**src/design/stnn_pkg.sv**
```systemverilog
package stnn_pkg;

    localparam int MAX_POINTS = 64;
    localparam int VALUE_BITS = 32;

    localparam int ADDR_W = (MAX_POINTS > 1) ? $clog2(MAX_POINTS) : 1;
    localparam int CNT_W  = $clog2(MAX_POINTS + 1);
    localparam int IDX_W  = 6;
    localparam int K_W    = 7;
    localparam int IN_W   = 32;

    typedef enum logic [1:0] {
        OP_CLEAR  = 2'd0,
        OP_APPEND = 2'd1,
        OP_QUERY  = 2'd2,
        OP_NONE   = 2'd3
    } t_op;

    typedef enum logic [1:0] {
        ST_OK    = 2'd0,
        ST_EMPTY = 2'd1,
        ST_BAD_K = 2'd2,
        ST_FULL  = 2'd3
    } t_status;

    typedef enum logic [1:0] {
        EM_ACK,
        EM_PLAIN,
        EM_NEIGH
    } t_emit;

    typedef enum logic [3:0] {
        DP_IDLE,
        DP_LOAD,
        DP_CLEAR,
        DP_RD_PREV,
        DP_SHIFT,
        DP_INSERT,
        DP_RD_EDGE,
        DP_RD_MID,
        DP_LO_MID,
        DP_HI_MID,
        DP_POS_MID,
        DP_RD_PAIR,
        DP_POS_LO,
        DP_POS_HI,
        DP_RD_POS,
        DP_RD_GROW
    } t_dp_op;

    typedef enum logic [4:0] {
        S_IDLE,
        S_DISPATCH,
        S_APP_CHK,
        S_APP_CMP,
        S_APP_INS,
        S_EDGE,
        S_BS,
        S_BS_CMP,
        S_PICK,
        S_POS_RD,
        S_NEMIT,
        S_GROW,
        S_GROW_CMP,
        S_GO_LEFT,
        S_GO_RIGHT,
        S_PLAIN
    } t_state;

    // growth steps reuse the datapath op codes below
    localparam t_dp_op DP_GO_LEFT  = DP_LO_MID;
    localparam t_dp_op DP_GO_RIGHT = DP_HI_MID;

    typedef struct packed {
        t_dp_op  op;
        logic    emit;
        t_emit   kind;
        t_status status;
    } t_cmd;

    typedef struct packed {
        t_op  op;
        logic full;
        logic empty;
        logic k_bad;
        logic k_all;
        logic pos_zero;
        logic a_gt_x;
        logic a_lt_x;
        logic x_le_a;
        logic x_ge_b;
        logic gap;
        logic pick_lo;
        logic lo_zero;
        logic hi_top;
        logic grow_left;
        logic last;
        logic out_free;
    } t_flags;

endpackage

```
**src/design/stnn_ctrl.sv**
```systemverilog
module stnn_ctrl
    import stnn_pkg::*;
(
    input  logic   i_clk,
    input  logic   i_rst_n,
    input  logic   i_in_valid,
    input  t_flags i_flags,
    output logic   o_busy,
    output t_cmd   o_cmd
);

    t_state r_state;
    t_state n_state;

    always_ff @(posedge i_clk) begin
        if (!i_rst_n) begin
            r_state <= S_IDLE;
        end else begin
            r_state <= n_state;
        end
    end

    always_comb begin
        n_state      = r_state;
        o_cmd.op     = DP_IDLE;
        o_cmd.emit   = 1'b0;
        o_cmd.kind   = EM_ACK;
        o_cmd.status = ST_OK;
        o_busy       = (r_state != S_IDLE);

        unique case (r_state)
            S_IDLE: begin
                if (i_in_valid) begin
                    o_cmd.op = DP_LOAD;
                    n_state  = S_DISPATCH;
                end
            end
            S_DISPATCH: begin
                unique case (i_flags.op)
                    OP_CLEAR: begin
                        if (i_flags.out_free) begin
                            o_cmd.op   = DP_CLEAR;
                            o_cmd.emit = 1'b1;
                            n_state    = S_IDLE;
                        end
                    end
                    OP_APPEND: begin
                        if (!i_flags.full) begin
                            n_state = S_APP_CHK;
                        end else if (i_flags.out_free) begin
                            o_cmd.emit   = 1'b1;
                            o_cmd.status = ST_FULL;
                            n_state      = S_IDLE;
                        end
                    end
                    OP_QUERY: begin
                        if (i_flags.empty) begin
                            if (i_flags.out_free) begin
                                o_cmd.emit   = 1'b1;
                                o_cmd.status = ST_EMPTY;
                                n_state      = S_IDLE;
                            end
                        end else if (i_flags.k_bad) begin
                            if (i_flags.out_free) begin
                                o_cmd.emit   = 1'b1;
                                o_cmd.status = ST_BAD_K;
                                n_state      = S_IDLE;
                            end
                        end else if (i_flags.k_all) begin
                            n_state = S_PLAIN;
                        end else begin
                            o_cmd.op = DP_RD_EDGE;
                            n_state  = S_EDGE;
                        end
                    end
                    default: begin
                        n_state = S_IDLE;
                    end
                endcase
            end
            S_APP_CHK: begin
                if (i_flags.pos_zero) begin
                    n_state = S_APP_INS;
                end else begin
                    o_cmd.op = DP_RD_PREV;
                    n_state  = S_APP_CMP;
                end
            end
            S_APP_CMP: begin
                if (i_flags.a_gt_x) begin
                    o_cmd.op = DP_SHIFT;
                    n_state  = S_APP_CHK;
                end else begin
                    n_state = S_APP_INS;
                end
            end
            S_APP_INS: begin
                if (i_flags.out_free) begin
                    o_cmd.op   = DP_INSERT;
                    o_cmd.emit = 1'b1;
                    n_state    = S_IDLE;
                end
            end
            S_EDGE: begin
                if (i_flags.x_le_a) begin
                    o_cmd.op = DP_POS_LO;
                    n_state  = S_POS_RD;
                end else if (i_flags.x_ge_b) begin
                    o_cmd.op = DP_POS_HI;
                    n_state  = S_POS_RD;
                end else begin
                    n_state = S_BS;
                end
            end
            S_BS: begin
                if (i_flags.gap) begin
                    o_cmd.op = DP_RD_MID;
                    n_state  = S_BS_CMP;
                end else begin
                    o_cmd.op = DP_RD_PAIR;
                    n_state  = S_PICK;
                end
            end
            S_BS_CMP: begin
                if (i_flags.a_lt_x) begin
                    o_cmd.op = DP_LO_MID;
                    n_state  = S_BS;
                end else if (i_flags.a_gt_x) begin
                    o_cmd.op = DP_HI_MID;
                    n_state  = S_BS;
                end else begin
                    o_cmd.op = DP_POS_MID;
                    n_state  = S_POS_RD;
                end
            end
            S_PICK: begin
                o_cmd.op = i_flags.pick_lo ? DP_POS_LO : DP_POS_HI;
                n_state  = S_POS_RD;
            end
            S_POS_RD: begin
                o_cmd.op = DP_RD_POS;
                n_state  = S_NEMIT;
            end
            S_NEMIT: begin
                if (i_flags.out_free) begin
                    o_cmd.emit = 1'b1;
                    o_cmd.kind = EM_NEIGH;
                    n_state    = i_flags.last ? S_IDLE : S_GROW;
                end
            end
            S_GROW: begin
                if (i_flags.lo_zero) begin
                    n_state = S_GO_RIGHT;
                end else if (i_flags.hi_top) begin
                    n_state = S_GO_LEFT;
                end else begin
                    o_cmd.op = DP_RD_GROW;
                    n_state  = S_GROW_CMP;
                end
            end
            S_GROW_CMP: begin
                n_state = i_flags.grow_left ? S_GO_LEFT : S_GO_RIGHT;
            end
            S_GO_LEFT: begin
                o_cmd.op = DP_GO_LEFT;
                n_state  = S_POS_RD;
            end
            S_GO_RIGHT: begin
                o_cmd.op = DP_GO_RIGHT;
                n_state  = S_POS_RD;
            end
            S_PLAIN: begin
                if (i_flags.out_free) begin
                    o_cmd.emit = 1'b1;
                    o_cmd.kind = EM_PLAIN;
                    n_state    = i_flags.last ? S_IDLE : S_PLAIN;
                end
            end
            default: begin
                n_state = S_IDLE;
            end
        endcase
    end

endmodule

```
**src/design/stnn_dp.sv**
```systemverilog
module stnn_dp
    import stnn_pkg::*;
(
    input  logic              i_clk,
    input  logic              i_rst_n,
    input  t_cmd              i_cmd,
    input  logic              i_grow_step,
    input  logic [1:0]        i_op,
    input  logic signed [IN_W-1:0] i_value,
    input  logic [K_W-1:0]    i_count_wanted,
    input  logic              i_by_distance,
    input  logic              i_out_stall,
    output t_flags            o_flags,
    output logic              o_out_valid,
    output logic [IDX_W-1:0]  o_index,
    output logic              o_last,
    output logic [1:0]        o_status
);

    localparam int VW = VALUE_BITS;

    logic [VW-1:0]     mem_val [MAX_POINTS];
    logic [IDX_W-1:0]  mem_idx [MAX_POINTS];

    t_op               r_op;
    logic [VW-1:0]     r_x;
    logic [K_W-1:0]    r_k;
    logic              r_by;
    logic [CNT_W-1:0]  r_n;
    logic [ADDR_W-1:0] r_pos, r_lo, r_hi, r_mid;
    logic [K_W-1:0]    r_cnt;
    logic [VW-1:0]     r_rd_a, r_rd_b;
    logic [IDX_W-1:0]  r_ridx_a;
    logic              r_out_valid;
    logic [IDX_W-1:0]  r_index;
    logic              r_last;
    t_status           r_status;

    logic [CNT_W-1:0]  n_n;
    logic [ADDR_W-1:0] n_pos, n_lo, n_hi;
    logic [K_W-1:0]    n_cnt;

    logic signed [VW-1:0] value_ext;
    logic [VW-1:0]     key_in;
    logic [ADDR_W-1:0] top_addr;
    logic [ADDR_W:0]   lo_hi_sum;
    logic [ADDR_W-1:0] mid;
    logic              rd_en;
    logic [ADDR_W-1:0] addr_a, addr_b;
    logic              wr_en;
    logic [VW-1:0]     wr_val;
    logic [IDX_W-1:0]  wr_idx;
    logic [VW-1:0]     dist_a, dist_b;
    logic              out_free;

    // offset binary: flipping the sign bit makes unsigned order match signed order
    assign value_ext = VW'(i_value);
    assign key_in    = {~value_ext[VW-1], value_ext[VW-2:0]};
    assign top_addr  = ADDR_W'(r_n - 1'b1);
    assign lo_hi_sum = {1'b0, r_lo} + {1'b0, r_hi};
    assign mid       = lo_hi_sum[ADDR_W:1];
    assign out_free  = !r_out_valid || !i_out_stall;

    always_comb begin
        rd_en  = 1'b1;
        addr_a = r_pos;
        addr_b = r_hi;
        unique case (i_cmd.op)
            DP_RD_PREV: addr_a = r_pos - 1'b1;
            DP_RD_EDGE: begin
                addr_a = '0;
                addr_b = top_addr;
            end
            DP_RD_MID:  addr_a = mid;
            DP_RD_PAIR: addr_a = r_lo;
            DP_RD_POS:  addr_a = r_pos;
            DP_RD_GROW: begin
                addr_a = r_lo - 1'b1;
                addr_b = r_hi + 1'b1;
            end
            default:    rd_en = 1'b0;
        endcase
    end

    assign wr_en  = (i_cmd.op == DP_SHIFT) || (i_cmd.op == DP_INSERT);
    assign wr_val = (i_cmd.op == DP_SHIFT) ? r_rd_a : r_x;
    assign wr_idx = (i_cmd.op == DP_SHIFT) ? r_ridx_a : IDX_W'(r_n);

    always_ff @(posedge i_clk) begin
        if (wr_en) begin
            mem_val[r_pos] <= wr_val;
            mem_idx[r_pos] <= wr_idx;
        end
    end

    always_ff @(posedge i_clk) begin
        if (rd_en) begin
            r_rd_a   <= mem_val[addr_a];
            r_rd_b   <= mem_val[addr_b];
            r_ridx_a <= mem_idx[addr_a];
        end
    end

    always_comb begin
        n_n   = r_n;
        n_pos = r_pos;
        n_lo  = r_lo;
        n_hi  = r_hi;
        n_cnt = r_cnt;
        unique case (i_cmd.op)
            DP_LOAD: begin
                n_pos = ADDR_W'(r_n);
                n_cnt = '0;
            end
            DP_CLEAR:  n_n = '0;
            DP_SHIFT:  n_pos = r_pos - 1'b1;
            DP_INSERT: n_n = r_n + 1'b1;
            DP_RD_EDGE: begin
                n_lo = '0;
                n_hi = top_addr;
            end
            DP_LO_MID: begin
                if (i_grow_step) begin
                    n_lo  = r_lo - 1'b1;
                    n_pos = r_lo - 1'b1;
                end else begin
                    n_lo = r_mid;
                end
            end
            DP_HI_MID: begin
                if (i_grow_step) begin
                    n_hi  = r_hi + 1'b1;
                    n_pos = r_hi + 1'b1;
                end else begin
                    n_hi = r_mid;
                end
            end
            DP_POS_MID: begin
                n_pos = r_mid;
                n_lo  = r_mid;
                n_hi  = r_mid;
            end
            DP_POS_LO: begin
                n_pos = r_lo;
                n_hi  = r_lo;
            end
            DP_POS_HI: begin
                n_pos = r_hi;
                n_lo  = r_hi;
            end
            default: begin
            end
        endcase
        if (i_cmd.emit && (i_cmd.kind != EM_ACK)) begin
            n_cnt = r_cnt + 1'b1;
        end
    end

    always_ff @(posedge i_clk) begin
        if (!i_rst_n) begin
            r_n <= '0;
        end else begin
            r_n <= n_n;
        end
        r_pos <= n_pos;
        r_lo  <= n_lo;
        r_hi  <= n_hi;
        r_cnt <= n_cnt;
        if (i_cmd.op == DP_RD_MID) begin
            r_mid <= mid;
        end
        if (i_cmd.op == DP_LOAD) begin
            r_op <= t_op'(i_op);
            r_x  <= key_in;
            r_k  <= i_count_wanted;
            r_by <= i_by_distance;
        end
    end

    // output word register
    always_ff @(posedge i_clk) begin
        if (!i_rst_n) begin
            r_out_valid <= 1'b0;
        end else if (i_cmd.emit) begin
            r_out_valid <= 1'b1;
        end else if (!i_out_stall) begin
            r_out_valid <= 1'b0;
        end
        if (i_cmd.emit) begin
            r_status <= i_cmd.status;
            case (i_cmd.kind)
                EM_PLAIN: begin
                    r_index <= IDX_W'(r_cnt);
                    r_last  <= o_flags.last;
                end
                EM_NEIGH: begin
                    r_index <= r_ridx_a;
                    r_last  <= o_flags.last;
                end
                default: begin
                    r_index <= '0;
                    r_last  <= 1'b1;
                end
            endcase
        end
    end

    assign dist_a = (r_rd_a > r_x) ? (r_rd_a - r_x) : (r_x - r_rd_a);
    assign dist_b = (r_rd_b > r_x) ? (r_rd_b - r_x) : (r_x - r_rd_b);

    always_comb begin
        o_flags.op        = r_op;
        o_flags.full      = (r_n == CNT_W'(MAX_POINTS));
        o_flags.empty     = (r_n == '0);
        o_flags.k_bad     = (r_k == '0) || (r_k > K_W'(r_n));
        o_flags.k_all     = (r_k == K_W'(r_n)) && !r_by;
        o_flags.pos_zero  = (r_pos == '0);
        o_flags.a_gt_x    = (r_rd_a > r_x);
        o_flags.a_lt_x    = (r_rd_a < r_x);
        o_flags.x_le_a    = (r_x <= r_rd_a);
        o_flags.x_ge_b    = (r_x >= r_rd_b);
        o_flags.gap       = ({1'b0, r_hi} > ({1'b0, r_lo} + 1'b1));
        o_flags.pick_lo   = ((r_x - r_rd_a) < (r_rd_b - r_x));
        o_flags.lo_zero   = (r_lo == '0);
        o_flags.hi_top    = (r_hi == top_addr);
        o_flags.grow_left = (dist_a < dist_b);
        o_flags.last      = ((r_cnt + 1'b1) == r_k);
        o_flags.out_free  = out_free;
    end

    assign o_out_valid = r_out_valid;
    assign o_index     = r_index;
    assign o_last      = r_last;
    assign o_status    = r_status;

endmodule

```
**src/design/sorted_table_nearest_neighbour_top.sv**
```systemverilog
// Channel  Direction  Handshake                 Word
// in       input      i_in_valid / o_in_stall   i_op, i_value, i_count_wanted, i_by_distance
// out      output     o_out_valid / i_out_stall o_index, o_last, o_status
//
// One word is worked at a time; o_in_stall is high from acceptance until its last result
// is loaded. Clear and full/empty/bad-k answers are given straight from dispatch. An append
// shifts each larger entry up one slot, then writes the point into the free slot.
// A query binary-searches for the nearest point, then emits it and grows the run one
// neighbour at a time; a plain-order run emits the indices from 0 upward.
// Reset (synchronous, active low) empties the table at once; a stalled output holds its word.
module sorted_table_nearest_neighbour_top
    import stnn_pkg::*;
(
    input  logic                   i_clk,
    input  logic                   i_rst_n,
    input  logic                   i_in_valid,
    output logic                   o_in_stall,
    input  logic [1:0]             i_op,
    input  logic signed [IN_W-1:0] i_value,
    input  logic [K_W-1:0]         i_count_wanted,
    input  logic                   i_by_distance,
    output logic                   o_out_valid,
    input  logic                   i_out_stall,
    output logic [IDX_W-1:0]       o_index,
    output logic                   o_last,
    output logic [1:0]             o_status
);

    t_cmd   cmd;
    t_flags flags;
    logic   busy;
    logic   r_grow_step;

    stnn_ctrl u_ctrl (
        .i_clk      (i_clk),
        .i_rst_n    (i_rst_n),
        .i_in_valid (i_in_valid),
        .i_flags    (flags),
        .o_busy     (busy),
        .o_cmd      (cmd)
    );

    // lo/hi moves during growth come only after the first neighbour is out;
    // set once the first neighbour is emitted, cleared on every new word
    always_ff @(posedge i_clk) begin
        if (!i_rst_n) begin
            r_grow_step <= 1'b0;
        end else if (cmd.op == DP_LOAD) begin
            r_grow_step <= 1'b0;
        end else if (cmd.emit && cmd.kind == EM_NEIGH) begin
            r_grow_step <= 1'b1;
        end
    end

    stnn_dp u_dp (
        .i_clk          (i_clk),
        .i_rst_n        (i_rst_n),
        .i_cmd          (cmd),
        .i_grow_step    (r_grow_step),
        .i_op           (i_op),
        .i_value        (i_value),
        .i_count_wanted (i_count_wanted),
        .i_by_distance  (i_by_distance),
        .i_out_stall    (i_out_stall),
        .o_flags        (flags),
        .o_out_valid    (o_out_valid),
        .o_index        (o_index),
        .o_last         (o_last),
        .o_status       (o_status)
    );

    assign o_in_stall = busy;

endmodule

```
**config.mk**
```make
export PLATFORM = sky130hd
export DESIGN_NAME = sorted_table_nearest_neighbour_top
export DESIGN_NICKNAME = d
export VERILOG_FILES = /design/src/design/stnn_pkg.sv /design/src/design/stnn_ctrl.sv /design/src/design/stnn_dp.sv /design/src/design/sorted_table_nearest_neighbour_top.sv
export SDC_FILE = /design/constraint.sdc
export NUM_CORES = 2
export LEC_CHECK = 0
export BUFFER_PORTS_ARGS = -buffer_cell sky130_fd_sc_hd__buf_2
export CORE_ASPECT_RATIO = 1.2
export CORE_UTILIZATION = 40
export CTS_CLUSTER_DIAMETER = 50
export CTS_CLUSTER_SIZE = 24
export DETAILED_ROUTE_END_ITERATION = 6
export GPL_ROUTABILITY_DRIVEN = 0
export PLACE_DENSITY = 0.52
export SYNTH_ARGS = -nofsm -noshare
export SYNTH_HDL_FRONTEND = slang
export SYNTH_SLANG_ARGS = --single-unit
```
**constraint.sdc**
```tcl
create_clock -name i_clk -period 11.1 [get_ports i_clk]
set_input_delay 1.665 -clock i_clk [delete_from_list [all_inputs] [get_ports i_clk]]
set_output_delay 1.665 -clock i_clk [all_outputs]
set_load 0.01 [all_outputs]
```
Word level (Yosys, flattened, before mapping):

Memory sizes are Yosys's and may differ from the RTL's. A register that Yosys moved wholly into a read port is not among the register bits.
Cells that the tools add are included.
W data, S select, Z words.

* bits in registers: 96
* memory bits (writable): 2432
* bits of input ports: 46
* output and inout bits: 11
* word-level logic and storage cells: 191
* memories kept: 2

* add/sub/neg operators: 12
* magnitude comparators: 9
* eq/ne operators: 44
* multiplexer cells: 78
* bitwise gates (word level): 2
* reductions and logical operators: 28

Memory list
* u_dp.mem_val: words 64, width 32, rd ports 2, clocked after Yosys merged registers in 2, wr ports 1, line stnn_dp.sv:22 `logic [VW-1:0] mem_val [MAX_POINTS];`
* u_dp.mem_idx: words 64, width 6, rd ports 1, clocked after Yosys merged registers in 1, wr ports 1, line stnn_dp.sv:23 `logic [IDX_W-1:0] mem_idx [MAX_POINTS];`

Operators with widths (count)
* $sub A32 B32 Y32: 4
* $lt A32 B32 Y1: 3
* $mux W32: 3
* $pmux W5 S14: 1
* $gt A32 B32 Y1: 2
* $mux W4: 15
* $pmux W4 S13: 1
* $mux W5: 10
* $pmux W6 S4: 2
* $pmux W6 S7: 1
* $eq A5 B4 Y1 const B: 8
* $eq A4 B4 Y1 const B: 8
* $ge A32 B32 Y1: 1
* $le A32 B32 Y1: 1
* $mux W6: 5
* $pmux W6 S5: 1
* $pmux W6 S2: 2
* $mux W3: 7
* $eq A5 B3 Y1 const B: 4
* $sub A6 B1 Y6 const B: 3
* $eq A4 B3 Y1 const B: 4
* $mux W2: 8
* $pmux W5 S3: 1
* $add A7 B1 Y7 const B: 2
* other kinds (39): 76

Longest topological paths before layout:

* depth after elaboration: 11
* depth in mapped cells: 35
* mapped depth without buffers: 31

Cells and area by module:

A second synthesis with hierarchy kept.

* cells, all modules: 11291
* area, all modules: 129535.5 µm²

Modules (own cells, without submodules)
* stnn_dp: instances 1, cells an instance 11129, area an instance 128369.4 µm², seq. area each 77754.6 µm²
* stnn_ctrl: instances 1, cells an instance 158, area an instance 1117.3 µm², seq. area each 100.1 µm²
* sorted_table_nearest_neighbour_top: instances 1, cells an instance 4, area an instance 48.8 µm², seq. area each 20.0 µm²

Worst setup path before layout:

OpenSTA, ideal clock, no wires.

* kind: flip-flop to flip-flop
* start point: register u_dp.r_x[7]
* end point: register u_dp.r_rd_a[0], read port of u_dp.mem_val (enable)
* library setup time: 0.499 ns
* data arrival time: 7.713 ns
* required time: 10.601 ns
* slack: 2.888 ns
* stages on the path, launching flop included: 25
* buffers on the path: 1
* clock period less this slack: 8.212 ns
* path through: edfxtp_1 > ha_1 > clkbuf_1 > a21oi_1 > o21ai_0 > or4_1 > o21ai_0 > o21a_1 > o211ai_1 > o211ai_1 > o311ai_0 > a21oi_1 > o21ai_0 > a21o_1 > a21oi_1 > xnor2_1 > ha_1 > and4_1 > nand4_1 > nand3b_1 > nor3_1 > o21ai_0 > o211ai_1 > nor3_1 > nor2_1

* longest elaborated chain between the ends: 7
* elaborated cells between the ends (all ways): 23
* those cells by class: add/sub: 2; order compare: 5; eq/ne: 6; mux: 9; reduce/logical: 1

Ends and longest elaborated chain
* start: declaration: line stnn_dp.sv:26 `logic [VW-1:0] r_x;`
* start signal: assignment: line stnn_dp.sv:174 `r_x <= key_in;`
* $sub A32 B32 Y32 (tied with other cells): line stnn_dp.sv:223 `o_flags.pick_lo = ((r_x - r_rd_a) < (r_rd_b - r_x));`
* $lt A32 B32 Y1 (tied with other cells): line stnn_dp.sv:223
* $mux W1 (tied with other cells): line stnn_ctrl.sv:137 `o_cmd.op = i_flags.pick_lo ? DP_POS_LO : DP_POS_HI;`
* $pmux W4 S13 (*): line stnn_ctrl.sv:31 `unique case (r_state)`
* $eq A4 B4 Y1 (tied with other cells): line stnn_dp.sv:68 `unique case (i_cmd.op)`
* $reduce_or A6 Y1 (no line) (*)
* $mux W1 (*): line stnn_dp.sv:68
* named net u_dp.rd_en: line stnn_dp.sv:48 `logic rd_en;`
* end: declaration: line stnn_dp.sv:32 `logic [VW-1:0] r_rd_a, r_rd_b;`

Mark *: on every way through the listed nets, which the timed path passes. The rest lies on a longest branch.
A chain may end at the register's enable or synchronous reset.

Worst setup path in the final report:

* start point: register u_dp.r_rd_a[1], read port of u_dp.mem_val
* end point: register u_dp.r_rd_a[23], read port of u_dp.mem_val (data pin)

* longest elaborated chain between the ends: 7
* elaborated cells between the ends (all ways): 20
* those cells by class: add/sub: 1; order compare: 4; eq/ne: 6; mux: 8; reduce/logical: 1

Ends and longest elaborated chain (line)
* $sub A32 B32 Y32 / $gt A32 B32 Y1 (equally long branches): stnn_dp.sv:223, stnn_dp.sv:218
* $lt A32 B32 Y1 / $mux W2 (equally long branches): stnn_dp.sv:223, stnn_ctrl.sv:128
* $mux W1 / $mux W4 (equally long branches): stnn_ctrl.sv:137, stnn_ctrl.sv:125
* $pmux W4 S13 (*): stnn_ctrl.sv:31
* $eq A4 B4 Y1 (tied with other cells): stnn_dp.sv:68
* $reduce_or A6 Y1 (no line)
* $mux W1: stnn_dp.sv:68

Mark *: on every way between the ends. The rest lies on a longest branch, timed or not.

==> qor.txt <==
Worst Path Required = 11.72 ns
CTS Buf Count = 267
Netlist cell types = 89
relative slew slack = 0.0223
worst-case reg-to-reg path depth = 28
Worst setup startpoint = u_dp.r_rd_a[1]
H-tree depth = 5
layout cells sized above 1 = 0.0759
fill count = 30,200
post-synthesis register bit count = 2,598
clk_lat worst skew = 0.90 ns
drt wl/cell = 32.5 µm
Crit. End Element = register
initial core utilization = 0.402
failing checks = design-rule violations
# hold bufs at CTS = 0
slowest CP cell = nor2_2
first-pass GRT wire length = 781,000 µm
Reg2Reg Launch Point = u_dp.r_rd_a[1]
FF-to-FF End = u_dp.r_rd_a[23]
# resized after CTS = 0
DRT Wirelength = 566,000 µm
CTS tree = built
mapped cell area = 131,000 µm²
min-delay src = u_dp.r_mid[4]
dpl hpwl = 322,000 µm
Final #Nets = 13,200
root cell of the clock tree = clkbuf_16
Most used DFF post-synth = edfxtp_1
RSZ-0062 raised after global routing = false
Synthesized Nets = 13,500
largest net degree at the start of global routing = 180
Multi-input gate area = 49,500 µm²
Critical Path Max Stage Delay = 0.79 ns
Logic pwr share = 0.051
fin crit share = 0.867
status = finished, violations left
Max Cap Viol = 0
CORE AREA = 327,000 µm²
hold depth = 2
switching power = 5.22 mW
num ports = 57
setup violators final = 0
# rows = 230
DR DRC count = 5
Die Span X = 525 µm
antenna viol nets, final = 0
hold violation count in the final report = 0
Syn Area/Cell = 9.91 µm²
f_max = 0.104 GHz
storage element area = 77,900 µm²
CTS sink count = 2,598
Worst Clk Skew = 0.0547 ns
CP Launch Type = register
Post-CTS Setup Inserts = 0
PortBufs = 56
pwr/cell area = 146 nW/µm²
die area = 330,000 µm²
Async S/R FF share, synth = 0
cell count after synthesis = 13,200
Hold Path Sink = u_dp.r_hi[4]
Post-synth EDFFs = 2,584
Seq/Total Area, Yosys = 0.593
DR vias/cell = 6.38
detailed router's first-iteration violation count = 17,400
peak supply drop = 0.106 mV
Slew Limit Fails = 0
initial antenna violation count = 35
drt pass-1 iters = 7
Longest Clk Path Bufs = 4
clock network fraction of total power = 0.444
post-route minimum period = 9.63 ns
cell leakage power = 52.5 nW
via count of the routed design = 111,000
setup total negative slack = 0 ns
Crit Path Category = register to register
R2R setup slack = 1.47 ns
Syn. warnings = 0
Overflow after GRT = 0
cell internal pwr = 16.1 mW
switch share = 0.245
worst-margin pin slew = 1.46 ns
Worst EP arrival = 10.25 ns
Tot GR Track Use = 0.330
Clock transition at path regs = 0.08 ns
sequential share of power = 0.505
worst hold path class = register to register
die height = 629 µm
vias in the first global route = 102,000
crit path max fanout = 58
area grow syn2layout = 11.1%
fin util = 0.446
-- synthesized netlist by cell type, types with 8 or more instances --
| master | number | share of area |
|---|---|---|
| and4_1 | 13 | 0.00087 |
| or3_1 | 20 | 0.00095 |
| a221o_1 | 8 | 0.00061 |
| nand2b_1 | 27 | 0.0013 |
| o211ai_1 | 14 | 0.00080 |
| dfxtp_1 | 14 | 0.0021 |
| nand3_1 | 1724 | 0.066 |
| mux2i_1 | 73 | 0.0056 |
| nor2_1 | 177 | 0.0051 |
| inv_1 | 157 | 0.0045 |
| o21bai_1 | 31 | 0.0018 |
| nand2_1 | 4628 | 0.13 |
| a21oi_1 | 299 | 0.011 |
| buf_2 | 170 | 0.0065 |
| a21boi_0 | 13 | 0.00074 |
| o221ai_1 | 11 | 0.00073 |
| nand4_1 | 225 | 0.011 |
| a21o_1 | 79 | 0.0045 |
| buf_4 | 30 | 0.0017 |
| o21ai_0 | 288 | 0.011 |
| o21a_1 | 16 | 0.00092 |
| a22oi_1 | 12 | 0.00069 |
| a221oi_1 | 10 | 0.00067 |
| or4_1 | 43 | 0.0025 |
| xnor2_1 | 104 | 0.0069 |
| clkbuf_1 | 703 | 0.020 |
| a211oi_1 | 117 | 0.0067 |
| ha_1 | 224 | 0.021 |
| or2_2 | 9 | 0.00043 |
| a32oi_1 | 43 | 0.0029 |
| nor4_1 | 18 | 0.00086 |
| buf_6 | 40 | 0.0034 |
| nor3_1 | 63 | 0.0024 |
| a311oi_1 | 386 | 0.026 |
| o22ai_1 | 24 | 0.0011 |
| nor2b_1 | 33 | 0.0016 |
| buf_1 | 62 | 0.0018 |
| and2_1 | 21 | 0.0010 |
| a31oi_1 | 277 | 0.013 |
| xor2_1 | 54 | 0.0036 |
| edfxtp_1 | 2584 | 0.59 |
| and3_1 | 280 | 0.013 |
-- layer usage --
layer	GRT usage	vias to the layer above	part of all wire
li1	-	47000	-
met3	0.0789	1591	0.12
met4	0.207	20	0.071
met2	0.499	7756	0.44
met1	0.426	54700	0.37
met5	0	-	0.00069
-- final cells by class --
class	count	share of cell area
antenna	14	0.000240
inverter	157	0.00404
clock buffer	289	0.0475
clock inverter	192	0.0139
tap	4292	0.0368
timing repair buffer	374	0.0239
multi-input combinational	9477	0.340
sequential	2598	0.534
-- through the flow --
| step | power, mW | instance area (µm²) | std cells | setup slack [ns] | hold slack (ns) |
|---|---|---|---|---|---|
| after floorplan | 11.6 | 131000 | 13200 | 2.89 | 0.508 |
| after global placement | 12.0 | 137000 | 16900 | 1.79 | 0.595 |
| after detailed placement | 12.0 | 137000 | 16900 | 1.67 | 0.595 |
| after CTS | 21.3 | 146000 | 17400 | 1.65 | 0.611 |
| after global routing | 21.8 | 146000 | 17400 | 1.14 | 0.639 |
| final | 21.3 | 146000 | 17400 | 1.47 | 0.619 |
-- kinds of logic after synthesis --
family                     Yosys count  synth area share
muxes                               80           0.00617
other                                1         0.0000286
buffers and inverters             1162            0.0380
xor gates and xnor gates           161            0.0111
AOI/OAI and AO/OA                 1702            0.0886
DFF                               2598             0.593
and+or+nand+nor                   7304             0.241
adders and majority gates          229            0.0221
-- cell usage in the layout, fill, tap and decap left out, drive strengths merged, types with 11 or more instances in the layout --
master	synthesis	final
and2	21	21
mux2i	73	73
clkbuf	703	289
o221ai	11	11
or4	45	45
diode	0	14
or3	20	20
a21boi	14	14
nor4	18	18
nor3	64	64
o21a	16	16
a31oi	277	277
nor2b	33	33
nand2b	27	27
buf	302	374
bufinv	0	13
clkinvlp	0	18
o22ai	24	24
dfxtp	14	14
ha	224	224
xnor2	104	104
a32oi	43	43
nand2	4629	4629
xor2	54	54
o211ai	15	15
inv	157	236
o21bai	31	31
a21o	79	79
a211oi	117	117
o21ai	292	292
nand4	225	225
nand3	1724	1724
a22oi	12	12
and3	280	280
clkinv	0	82
a311oi	387	387
nor2	182	182
edfxtp	2584	2584
a21oi	299	299
and4	13	13
-- power groups by stage --
stage               Combinational [mW]  Clock, mW  Sequential [mW]
floorplan                        0.672          0             11.0
global placement                  1.06          0             11.0
detailed placement                1.06          0             11.0
CTS                               1.07       9.52             10.7
global route                      1.16       9.87             10.7
finish                            1.09       9.46             10.7
-- how the worst max path moves through the flow --
stage                      end  slack [ns]  cells past startpoint
6_report       u_dp.r_rd_a[23]        1.47                     28
3_5_place_dp    u_dp.r_rd_a[0]        1.67                     28
3_3_place_gp    u_dp.r_rd_a[0]        1.79                     29
4_1_cts         u_dp.r_rd_a[0]        1.65                     28
5_1_grt         u_dp.r_rd_a[0]        1.14                     28
2_1_floorplan   u_dp.r_rd_a[0]        2.89                     24
-- state kept, by name, summed over array words and instances (netlist names) --
signal,cells
u_dp.mem_idx,384
u_dp.o_index,6
u_dp.o_out_valid,1
u_ctrl.r_state,5
u_dp.r_ridx_a,6
u_dp.r_n,7
u_dp.r_rd_a,32
u_dp.r_lo,6
u_dp.o_last,1
u_dp.r_mid,6
u_dp.r_rd_b,32
u_dp.r_hi,6
u_dp.mem_val,2048
u_dp.r_k,7
u_dp.r_pos,6
r_grow_step,1
u_dp.o_status,2
u_dp.r_op,2
u_dp.r_x,32
u_dp.r_by,1
u_dp.r_cnt,7
-- critical path, delay by kind of cell (launching register included) --
family | cells | cell delay [ns]
AOI/OAI and AO/OA | 15 | 3.84
xor gates and xnor gates | 1 | 0.19
adders and majority gates | 2 | 0.83
buffers and inverters | 3 | 0.76
DFF | 1 | 0.65
and+or+nand+nor | 7 | 2.89
Power figures use the tool's default switching activity.
